===== src/xcfr_pkg.sv =====
`default_nettype none

package xcfr_pkg;

  // Configuration port widths
  localparam int CFG_IDX_W  = 3;
  localparam int CFG_DATA_W = 16;

  // Register indexes on the configuration port
  typedef enum logic [CFG_IDX_W-1:0] {
    REG_START_BYTE    = 3'd0,
    REG_END_BYTE      = 3'd1,
    REG_LINK_TYPE     = 3'd2,
    REG_SPEED_TYPE    = 3'd3,
    REG_SPEED_FLOOR   = 3'd4,
    REG_SPEED_CEILING = 3'd5,
    REG_TIMEOUT_TICKS = 3'd6
  } cfg_reg_t;

  // Register reset values
  localparam logic [7:0]  RST_START_BYTE    = 8'd165;
  localparam logic [7:0]  RST_END_BYTE      = 8'd90;
  localparam logic [7:0]  RST_LINK_TYPE     = 8'd1;
  localparam logic [7:0]  RST_SPEED_TYPE    = 8'd2;
  localparam logic [7:0]  RST_SPEED_FLOOR   = 8'd0;
  localparam logic [7:0]  RST_SPEED_CEILING = 8'd255;
  localparam logic [15:0] RST_TIMEOUT_TICKS = 16'd2000;

  // Idle counter saturation value
  localparam logic [15:0] IDLE_MAX = 16'hFFFF;

  // Result queue geometry
  localparam int QDEPTH = 3;
  localparam int QPTR_W = 2;

  typedef struct packed {
    logic [7:0]  start_byte;
    logic [7:0]  end_byte;
    logic [7:0]  link_type;
    logic [7:0]  speed_type;
    logic [7:0]  speed_floor;
    logic [7:0]  speed_ceiling;
    logic [15:0] timeout_ticks;
  } cfg_t;

  typedef struct packed {
    logic       speed_update;
    logic [7:0] speed_value;
    logic       link_up;
  } result_t;

  typedef struct packed {
    logic    push;
    result_t data;
  } q_wr_t;

  // Frame parser phases
  typedef enum logic [4:0] {
    PH_START = 5'b00001,
    PH_TYPE  = 5'b00010,
    PH_DATA  = 5'b00100,
    PH_CHECK = 5'b01000,
    PH_END   = 5'b10000
  } phase_t;

endpackage

`default_nettype wire


===== src/xor_checked_frame_receiver.sv =====
// A result passes through the input register and then the result queue to the out_ ports.
// Throughput: one item per cycle, bytes and ticks alike, unless in_stall holds input off;
//   the parser and idle counter update combinationally from the input register, and a
//   three-entry result queue keeps input flowing while a result waits.
// Reset: synchronous active-low rst_n clears the parser, idle counter, link flag and
//   queue, and loads the configuration registers with their defaults.
`default_nettype none

module xor_checked_frame_receiver
  import xcfr_pkg::*;
(
  input  wire logic                  clk,
  input  wire logic                  rst_n,
  input  wire logic                  in_valid,
  output logic                       in_stall,
  input  wire logic                  in_mode,
  input  wire logic [7:0]            in_rx_byte,
  output logic                       out_valid,
  input  wire logic                  out_stall,
  output logic                       out_speed_update,
  output logic [7:0]                 out_speed_value,
  output logic                       out_link_up,
  input  wire logic                  cfg_valid,
  output logic                       cfg_ready,
  input  wire logic [CFG_IDX_W-1:0]  cfg_index,
  input  wire logic [CFG_DATA_W-1:0] cfg_wdata
);

  cfg_t              cfg;
  q_wr_t             q_wr;
  logic [QPTR_W-1:0] q_level;
  result_t           out_data;

  xcfr_regs u_regs (
    .clk       (clk),
    .rst_n     (rst_n),
    .cfg_valid (cfg_valid),
    .cfg_ready (cfg_ready),
    .cfg_index (cfg_index),
    .cfg_wdata (cfg_wdata),
    .cfg       (cfg)
  );

  xcfr_core u_core (
    .clk        (clk),
    .rst_n      (rst_n),
    .in_valid   (in_valid),
    .in_stall   (in_stall),
    .in_mode    (in_mode),
    .in_rx_byte (in_rx_byte),
    .cfg        (cfg),
    .q_level    (q_level),
    .q_wr       (q_wr)
  );

  xcfr_outq u_outq (
    .clk       (clk),
    .rst_n     (rst_n),
    .q_wr      (q_wr),
    .q_level   (q_level),
    .out_valid (out_valid),
    .out_stall (out_stall),
    .out_data  (out_data)
  );

  assign out_speed_update = out_data.speed_update;
  assign out_speed_value  = out_data.speed_value;
  assign out_link_up      = out_data.link_up;

endmodule

`default_nettype wire


===== src/xcfr_regs.sv =====
`default_nettype none

module xcfr_regs
  import xcfr_pkg::*;
(
  input  wire logic                  clk,
  input  wire logic                  rst_n,
  input  wire logic                  cfg_valid,
  output logic                       cfg_ready,
  input  wire logic [CFG_IDX_W-1:0]  cfg_index,
  input  wire logic [CFG_DATA_W-1:0] cfg_wdata,
  output cfg_t                       cfg
);

  cfg_t cfg_r;
  cfg_t cfg_nxt;

  // Always ready for a write beat
  assign cfg_ready = 1'b1;
  assign cfg       = cfg_r;

  // Decode the register index, drop writes beyond the list
  always_comb begin
    cfg_nxt = cfg_r;
    if (cfg_valid) begin
      case (cfg_reg_t'(cfg_index))
        REG_START_BYTE:    cfg_nxt.start_byte    = cfg_wdata[7:0];
        REG_END_BYTE:      cfg_nxt.end_byte      = cfg_wdata[7:0];
        REG_LINK_TYPE:     cfg_nxt.link_type     = cfg_wdata[7:0];
        REG_SPEED_TYPE:    cfg_nxt.speed_type    = cfg_wdata[7:0];
        REG_SPEED_FLOOR:   cfg_nxt.speed_floor   = cfg_wdata[7:0];
        REG_SPEED_CEILING: cfg_nxt.speed_ceiling = cfg_wdata[7:0];
        REG_TIMEOUT_TICKS: cfg_nxt.timeout_ticks = cfg_wdata[15:0];
        default:           cfg_nxt = cfg_r;
      endcase
    end
  end

  always_ff @(posedge clk) begin
    if (!rst_n) begin
      cfg_r.start_byte    <= RST_START_BYTE;
      cfg_r.end_byte      <= RST_END_BYTE;
      cfg_r.link_type     <= RST_LINK_TYPE;
      cfg_r.speed_type    <= RST_SPEED_TYPE;
      cfg_r.speed_floor   <= RST_SPEED_FLOOR;
      cfg_r.speed_ceiling <= RST_SPEED_CEILING;
      cfg_r.timeout_ticks <= RST_TIMEOUT_TICKS;
    end else begin
      cfg_r <= cfg_nxt;
    end
  end

endmodule

`default_nettype wire


===== src/xcfr_core.sv =====
`default_nettype none

module xcfr_core
  import xcfr_pkg::*;
(
  input  wire logic              clk,
  input  wire logic              rst_n,
  input  wire logic              in_valid,
  output logic                   in_stall,
  input  wire logic              in_mode,
  input  wire logic [7:0]        in_rx_byte,
  input  wire cfg_t              cfg,
  input  wire logic [QPTR_W-1:0] q_level,
  output q_wr_t                  q_wr
);

  // Input register
  logic       s1_valid_r;
  logic       s1_mode_r;
  logic [7:0] s1_byte_r;

  // Receiver state
  phase_t      phase_r,     phase_nxt;
  logic [7:0]  held_type_r, held_type_nxt;
  logic [7:0]  held_data_r, held_data_nxt;
  logic [15:0] idle_r,      idle_nxt;
  logic        link_r,      link_nxt;

  logic        upd;
  logic [7:0]  spd;
  logic [7:0]  floored;
  logic [7:0]  clamped;
  logic [QPTR_W-1:0] occupancy;

  // Hold off a beat when the queue entries plus the input register item reach the queue depth
  assign occupancy = q_level + {{(QPTR_W-1){1'b0}}, s1_valid_r};
  assign in_stall  = (occupancy == QPTR_W'(QDEPTH));

  // Clamp the speed: floor first, then ceiling
  assign floored = (held_data_r < cfg.speed_floor) ? cfg.speed_floor : held_data_r;
  assign clamped = (floored > cfg.speed_ceiling) ? cfg.speed_ceiling : floored;

  // Advance the parser and the link monitor for the item in the input register
  always_comb begin
    phase_nxt     = phase_r;
    held_type_nxt = held_type_r;
    held_data_nxt = held_data_r;
    idle_nxt      = idle_r;
    link_nxt      = link_r;
    upd           = 1'b0;
    spd           = '0;
    if (s1_valid_r) begin
      if (s1_mode_r) begin
        if (idle_r != IDLE_MAX) begin
          idle_nxt = idle_r + 16'd1;
        end
      end else begin
        case (phase_r)
          PH_START: begin
            if (s1_byte_r == cfg.start_byte) begin
              phase_nxt = PH_TYPE;
            end
          end
          PH_TYPE: begin
            held_type_nxt = s1_byte_r;
            phase_nxt     = PH_DATA;
          end
          PH_DATA: begin
            held_data_nxt = s1_byte_r;
            phase_nxt     = PH_CHECK;
          end
          PH_CHECK: begin
            phase_nxt = ((held_type_r ^ held_data_r) == s1_byte_r) ? PH_END : PH_START;
          end
          PH_END: begin
            if (s1_byte_r == cfg.end_byte) begin
              if (held_type_r == cfg.link_type && held_data_r == 8'd0) begin
                link_nxt = 1'b1;
                idle_nxt = '0;
              end else if (held_type_r == cfg.speed_type) begin
                upd = 1'b1;
                spd = clamped;
              end
            end
            phase_nxt = PH_START;
          end
          default: phase_nxt = PH_START;
        endcase
      end
      // Drop the link once the idle count reaches the timeout
      if (idle_nxt >= cfg.timeout_ticks) begin
        link_nxt = 1'b0;
      end
    end
  end

  // Push one result per item into the queue
  assign q_wr.push              = s1_valid_r;
  assign q_wr.data.speed_update = upd;
  assign q_wr.data.speed_value  = spd;
  assign q_wr.data.link_up      = link_nxt;

  always_ff @(posedge clk) begin
    if (!rst_n) begin
      s1_valid_r  <= 1'b0;
      phase_r     <= PH_START;
      held_type_r <= '0;
      held_data_r <= '0;
      idle_r      <= '0;
      link_r      <= 1'b0;
    end else begin
      s1_valid_r  <= in_valid && !in_stall;
      phase_r     <= phase_nxt;
      held_type_r <= held_type_nxt;
      held_data_r <= held_data_nxt;
      idle_r      <= idle_nxt;
      link_r      <= link_nxt;
    end
  end

  // Capture the input beat
  always_ff @(posedge clk) begin
    if (in_valid && !in_stall) begin
      s1_mode_r <= in_mode;
      s1_byte_r <= in_rx_byte;
    end
  end

endmodule

`default_nettype wire


===== src/xcfr_outq.sv =====
`default_nettype none

module xcfr_outq
  import xcfr_pkg::*;
(
  input  wire logic              clk,
  input  wire logic              rst_n,
  input  wire q_wr_t             q_wr,
  output logic [QPTR_W-1:0]      q_level,
  output logic                   out_valid,
  input  wire logic              out_stall,
  output result_t                out_data
);

  result_t           entry_r [QDEPTH];
  logic [QPTR_W-1:0] wr_ptr_r, wr_ptr_nxt;
  logic [QPTR_W-1:0] rd_ptr_r, rd_ptr_nxt;
  logic [QPTR_W-1:0] cnt_r,    cnt_nxt;
  logic              pop;

  assign out_valid = (cnt_r != '0);
  assign out_data  = entry_r[rd_ptr_r];
  assign q_level   = cnt_r;
  assign pop       = out_valid && !out_stall;

  // Advance pointers with wrap at the queue depth
  always_comb begin
    wr_ptr_nxt = wr_ptr_r;
    rd_ptr_nxt = rd_ptr_r;
    cnt_nxt    = cnt_r;
    if (q_wr.push) begin
      wr_ptr_nxt = (wr_ptr_r == QPTR_W'(QDEPTH - 1)) ? '0 : wr_ptr_r + 1'b1;
    end
    if (pop) begin
      rd_ptr_nxt = (rd_ptr_r == QPTR_W'(QDEPTH - 1)) ? '0 : rd_ptr_r + 1'b1;
    end
    if (q_wr.push && !pop) begin
      cnt_nxt = cnt_r + 1'b1;
    end else if (pop && !q_wr.push) begin
      cnt_nxt = cnt_r - 1'b1;
    end
  end

  always_ff @(posedge clk) begin
    if (!rst_n) begin
      wr_ptr_r <= '0;
      rd_ptr_r <= '0;
      cnt_r    <= '0;
    end else begin
      wr_ptr_r <= wr_ptr_nxt;
      rd_ptr_r <= rd_ptr_nxt;
      cnt_r    <= cnt_nxt;
    end
  end

  // Store the pushed result
  always_ff @(posedge clk) begin
    if (q_wr.push) begin
      entry_r[wr_ptr_r] <= q_wr.data;
    end
  end

endmodule

`default_nettype wire


===== config.mk =====
export PLATFORM = sky130hd
export DESIGN_NAME = xor_checked_frame_receiver
export DESIGN_NICKNAME = d
export VERILOG_FILES = /design/src/xcfr_pkg.sv /design/src/xor_checked_frame_receiver.sv /design/src/xcfr_regs.sv /design/src/xcfr_core.sv /design/src/xcfr_outq.sv
export SDC_FILE = /design/constraint.sdc
export NUM_CORES = 1
export LEC_CHECK = 0
export ABC_CLOCK_PERIOD_IN_PS = 3700
export BUFFER_PORTS_ARGS = -buffer_cell sky130_fd_sc_hd__buf_2
export CAP_MARGIN = 10
export CELL_PAD_IN_SITES_DETAIL_PLACEMENT = 2
export CELL_PAD_IN_SITES_GLOBAL_PLACEMENT = 2
export CORE_MARGIN = 5
export CORE_UTILIZATION = 34
export DETAILED_ROUTE_END_ITERATION = 6
export PLACE_DENSITY_LB_ADDON = 0.2
export SETUP_SLACK_MARGIN = 0.5
export SYNTH_ARGS = -nofsm -noshare
export SYNTH_HDL_FRONTEND = slang
export SYNTH_SLANG_ARGS = --single-unit

===== constraint.sdc =====
create_clock -name clk -period 3.7 [get_ports clk]
set_input_delay 0.185 -clock clk [delete_from_list [all_inputs] [get_ports clk]]
set_output_delay 0.185 -clock clk [all_outputs]
set_load 0.05 [all_outputs]

# Yosys cells after proc, flatten, opt, wreduce, memory -nomap -nowiden
# Memory sizes are Yosys's and may differ from the RTL's. A register that Yosys moved wholly into a read port is not among the register bits.
# Cells that the tools add are included.
# classes
add_sub_neg	6
order_cmp	3
eq_ne	21
n_mux	37
bitwise	2
reduce_logical	23
# ops
cell	n
$mux W16	6
$mux W8	8
$eq A8 B8 Y1	5
$pmux W5 S4	1
$add A16 B1 Y16 const B	1
$ge A16 B16 Y1	1
$ne A16 B16 Y1 const B	1
$mux W1	14
$reduce_and A2 Y1	7
$mux W2	6
$mux W5	2
$eq A3 B3 Y1 const B	3
$reduce_and A3 Y1	3
$gt A8 B8 Y1	1
$logic_not A8 Y1	1
$lt A8 B8 Y1	1
$xor A8 B8 Y8	1
$add A2 B1 Y2 const B	3
$eq A2 B2 Y1 const B	3
$eq A3 B2 Y1 const B	2
$eq A5 B1 Y1 const B	1
$eq A5 B2 Y1 const B	1
$eq A5 B3 Y1 const B	1
$eq A5 B4 Y1 const B	1
other kinds (10)	18
# totals
register_bits	118
mem_bits_rw	30
output_inout_bits	13
memories	1
# mem_list
memory	words	word_bits	rd	rd_ports_with_merged_regs	write_ports	line_no	rtl
u_outq.entry_r	3	10	1	1	1	xcfr_outq.sv:15	result_t entry_r [QDEPTH];

# Depth between registers and ports, before layout
# depth
ltp_word	10
mapped_depth	16

# Modules after synthesis
# From an unflattened synthesis, not the netlist that was laid out.
# hier_totals
cells_unflattened	906
hier_area_um2	8430.6
# modules_own_cells
module	instances	cells_per_inst	area_each_um2	seq_area_each_um2
xcfr_core	1	563	4460.5	1051.0
xcfr_regs	1	248	2548.7	1281.2
xcfr_outq	1	95	1421.4	1061.0

# Worst setup path after synthesis
# OpenSTA, ideal clock, no wires.
# synth_timing
path_kind	register to register
from	register u_regs.cfg_r, in the netlist u_regs.cfg[25]
to	memory u_outq.entry_r[0][1] in the netlist's numbering, data pin
arrival_time_ns	3.607
slack_ns	-0.090
path_stages_with_launch	16
n_path_buf	1
path_cell_list	dfxtp_1 > inv_1 > ha_1 > a2111oi_2 > o21bai_1 > a221oi_4 > mux2i_1 > inv_1 > ha_1 > nor2b_1 > o211ai_1 > a21oi_1 > o21ai_1 > clkbuf_1 > nor2_1 > a211oi_2
# synth_rtl
item	line_no	rtl
start, declared	xcfr_regs.sv:15	cfg_t cfg_r;
start signal, assigned	xcfr_regs.sv:49	cfg_r <= cfg_nxt;
end, declared	xcfr_outq.sv:15	

==> flow_summary_export.csv <==
group,metric,value,unit
setup_path,r2r_start,"u_regs.cfg[24]",
flow_run,maxCapViolations,0,
yosys,seq_area_frac_synth,45.25,%
power_and_ir_drop,powerDensity,435.7,mW/mm^2
yosys,synth_top_area_cell,"dfxtp_1",
yosys,synth_warnings,0,
yosys,yosys-top-cells-area,"dfxtp_1, edfxtp_1, nand2_1",
sta,fmax,278.7,MHz
sta,layout_setup_ws,0.1117,ns
clock_tree,cts-root-buf,"clkbuf_16",
floorplan,die_x,158.5,um
sta,rsz0062_at_grt,"yes",
power_and_ir_drop,peakVddDrop,0.2654,mV
final_layout,area_growth,26.95,%
yosys,synth_area,0.007498,mm^2
route,drt-initial-drc-count,278,
sta,hold_violations,0,
floorplan,coreArea,0.02176,mm^2
setup_path,crit_arrival,3.80,ns
yosys,async_flop_share,0,%
setup_path,r2r_end,"u_outq.entry_r[1][8]",
sta,final-setup-viol-count,0,
final_layout,drive_above_1_share,22.64,%
yosys,synth_fa_ha_area_share,5.673,%
worst_hold_path,hp-class,"in -> reg",
setup_path,rr_worst_depth,15,
global_route,grt_overflow,0,
floorplan,io-pin-count,46,
worst_hold_path,min_to,"u_regs.cfg[11]",
yosys,ys_seq_elements,150,
route,wl_per_cell,21.83,um
sta,fin_crit,3.588,ns
route,drtAntennaViolNets,0,
setup_path,worstPathRequired,3.91,ns
global_route,grt_pass1_vias,7409,
global_route,grt_max_degree,81,
clock_tree,clk_pin_slew,0.07,ns
floorplan,rows,54,
route,drt-pass1-iter-count,6,
placement,io_buffers,44,
yosys,synth_mux_area_share,4.806,%
final_layout,nets,1017,
yosys,synth_xor_xnor_area_share,6.307,%
sta,maxSlewViolCount,0,
clock_tree,cts.sinks,150,
final_layout,utilization,43.75,%
setup_path,cpPeakStageDelay,0.49,ns
yosys,syn-num-nets,917,
sta,min_period_over_period,96.98,%
floorplan,start_util,34.47,%
yosys,syn_area_per_cell,8.822,um^2
setup_path,cp_max_fo,8,
placement,gp_congestion,0.8134,
route,drt_wl_total,27140,um
sta,whs,0.01444,ns
route,vias_per_cell,5.338,
yosys,yosys.area_share.simple,20.34,%
setup_path,crit_chain,"nand2b_4, a2111oi_4, o21bai_2, a221oi_4, buf_8, mux2i_4, inv_2, ha_4, nor2b_4, o211ai_1, a21oi_2, o21ai_4, buf_6, nor2_4, a211oi_4",
setup_path,start_kind,"register",
final_layout,num_antenna_cells,0,
worst_hold_path,holdPathStages,3,
worst_hold_path,min_from,"cfg_wdata[11]",
global_route,track_usage,21.51,%
yosys,synth-main-ff-cell,"dfxtp_1",
clock_tree,clk_latency,0.44,ns
floorplan,die_h,158.5,um
status,outcome,"completed",
setup_path,path_class,"reg -> reg",
sta,fin_worst_skew,0.01391,ns
clock_tree,htree_levels,4,
power_and_ir_drop,p_leak,0.003664,uW
setup_path,worstSetupEndpointType,"register",
global_route,antenna_found_initial,0,
route,vias,6635,
global_route,grt_pass1_wl,41080,um
placement,place_hpwl,18110,um
clock_tree,cts_tree,"built",
clock_tree,numCtsBuffers,17,
setup_path,cp_slowest_cell,"dfxtp_1",
yosys,synth_top_family_by_area,"simple AND/OR/NAND/NOR gates",
floorplan,die_area,0.02512,mm^2
placement,preCtsSetupSlack,-0.1571,ns
route,drc_errors,0,
yosys,synth_compound_gate_area_share,13.50,%
yosys,netlist_instances,850,
sta,slew_headroom,31.47,%
yosys,synth-edff-count,39,
clock_tree,clockBufferDepth,2,
setup_path,r2r_slack,0.11,ns
yosys,synth_cell_types,51,
yosys,synth_top_cell_area_share,29.63,%
sta,tightest_slew,1.024,ns
metrics by stage:
stage	std cells	power, uW	setup TNS [ns]	instance area (um^2)
floorplan	850	2270	0	7513
global placement	1174	2451	0	8219
detailed placement	1174	2483	-1.528	8219
CTS	1237	4156	0	9225
global route	1243	4318	-0.03696	9519
finish	1243	4148	0	9519
layout by cell type (no fill, tap or decap), drive strengths merged, types with 2 or more instances in the layout:
cell type and n:
buf 104, a31oi 7, nand4 18, a21oi 73, ha 34, clkinvlp 3
and3 11, nand4b 3, o21bai 2, xor2 14, xnor2 40, mux2i 36
nand2 157, nor2 53, nand3b 3, nor4 6, o2111ai 2, clkbuf 18
nor2b 6, a211oi 10, nor4b 2, clkinv 7, inv 46, dlygate4sd3 15
o21ai 34, o211ai 16, dfxtp 111, o21a 3, or2 4, edfxtp 39
or3 6, and2 4, a21o 4, nand2b 8, nand3 36, nor3 14
synth_stat cells, drive strengths merged, types with 4 or more instances:
| master | instances |
|---|---|
| nand2 | 157 |
| dfxtp | 111 |
| a21oi | 73 |
| nor2 | 53 |
| inv | 42 |
| xnor2 | 40 |
| edfxtp | 39 |
| clkbuf | 36 |
| mux2i | 36 |
| nand3 | 36 |
| ha | 34 |
| o21ai | 34 |
| nand4 | 18 |
| o211ai | 16 |
| nor3 | 14 |
| xor2 | 14 |
| and3 | 11 |
| a211oi | 10 |
| nand2b | 8 |
| a31oi | 7 |
| nor2b | 6 |
| nor4 | 6 |
| or3 | 6 |
| a21o | 4 |
| and2 | 4 |
| or2 | 4 |
worst max path at each step:
stage	endpoint	start	cells past startpoint	slack [ns]
4_1_cts	u_outq.entry_r[0][4]	u_core.held_data_r[1]	15	0.14
5_1_grt	u_outq.entry_r[1][2]	u_regs.cfg[24]	16	-0.01
3_5_place_dp	u_outq.entry_r[1][2]	u_core.held_data_r[1]	15	-0.16
6_report	u_outq.entry_r[1][8]	u_regs.cfg[24]	15	0.11
3_3_place_gp	u_outq.entry_r[1][3]	u_core.held_data_r[1]	15	0.26
2_1_floorplan	u_outq.entry_r[0][1]	u_regs.cfg[25]	15	0.29
final cells by class:
class	instances	area, um^2
sequential	150	3432
clock inverter	14	97.59
multi-input combinational	620	4178
timing repair buffer	119	852.1
inverter	42	158.9
clock buffer	18	450.4
fill	2363	12240
tap	280	350.3
logic make-up after synthesis:
logic type,Yosys count
other,1
buffers and inverters,80
XOR/XNOR,54
flip-flops,150
adder cells (fa/ha/maj),34
multiplexers,36
AO/OA/AOI/OAI,161
AND/OR/NAND/NOR,334
power breakdown:
group / internal, uW / switching [uW]
combinational: 228 / 442
clock: 899 / 752
sequential: 1750 / 78.1
total: 2880 / 1270
sequential cells by signal (all words and copies together) (netlist names), named ones only:
signal              flops
u_core.held_data_r      8
u_core.held_type_r      8
u_core.idle_r          16
u_core.link_r           1
u_core.phase_r          5
u_core.s1_byte_r        8
u_core.s1_mode_r        1
u_core.s1_valid_r       1
u_outq.entry_r         30
u_outq.q_level          2
u_outq.rd_ptr_r         2
u_outq.wr_ptr_r         2
u_regs.cfg             64
critical path, delay by kind of cell (launching register included):
family / cells / cell delay (ns)
adder cells (fa/ha/maj): 1 / 0.22
flip-flops: 1 / 0.49
buffers and inverters: 3 / 0.47
multiplexers: 1 / 0.28
AO/OA/AOI/OAI: 7 / 1.63
AND/OR/NAND/NOR: 3 / 0.28
routing by layer:
metal / track usage [%] / vias to the layer above / wire length [um]
met2: 40.40 / 93 / 14660
met3: 2.908 / 37 / 617
met5: 0 / - / 0
met4: 7.839 / 0 / 729
met1: 24.78 / 3346 / 11140
li1: - / 3159 / -
timing repair:
item / 4_1_cts / 5_1_grt
gates cloned: 1 / 1
pin swaps: 17 / 20
buffers inserted: 15 / 5
resized for setup: 46 / 64
hold endpoints to repair: 15 / 0
endpoints found under the setup margin: 28 / 28
hold buffers: 15 / 0
Power figures use the tool's default switching activity.
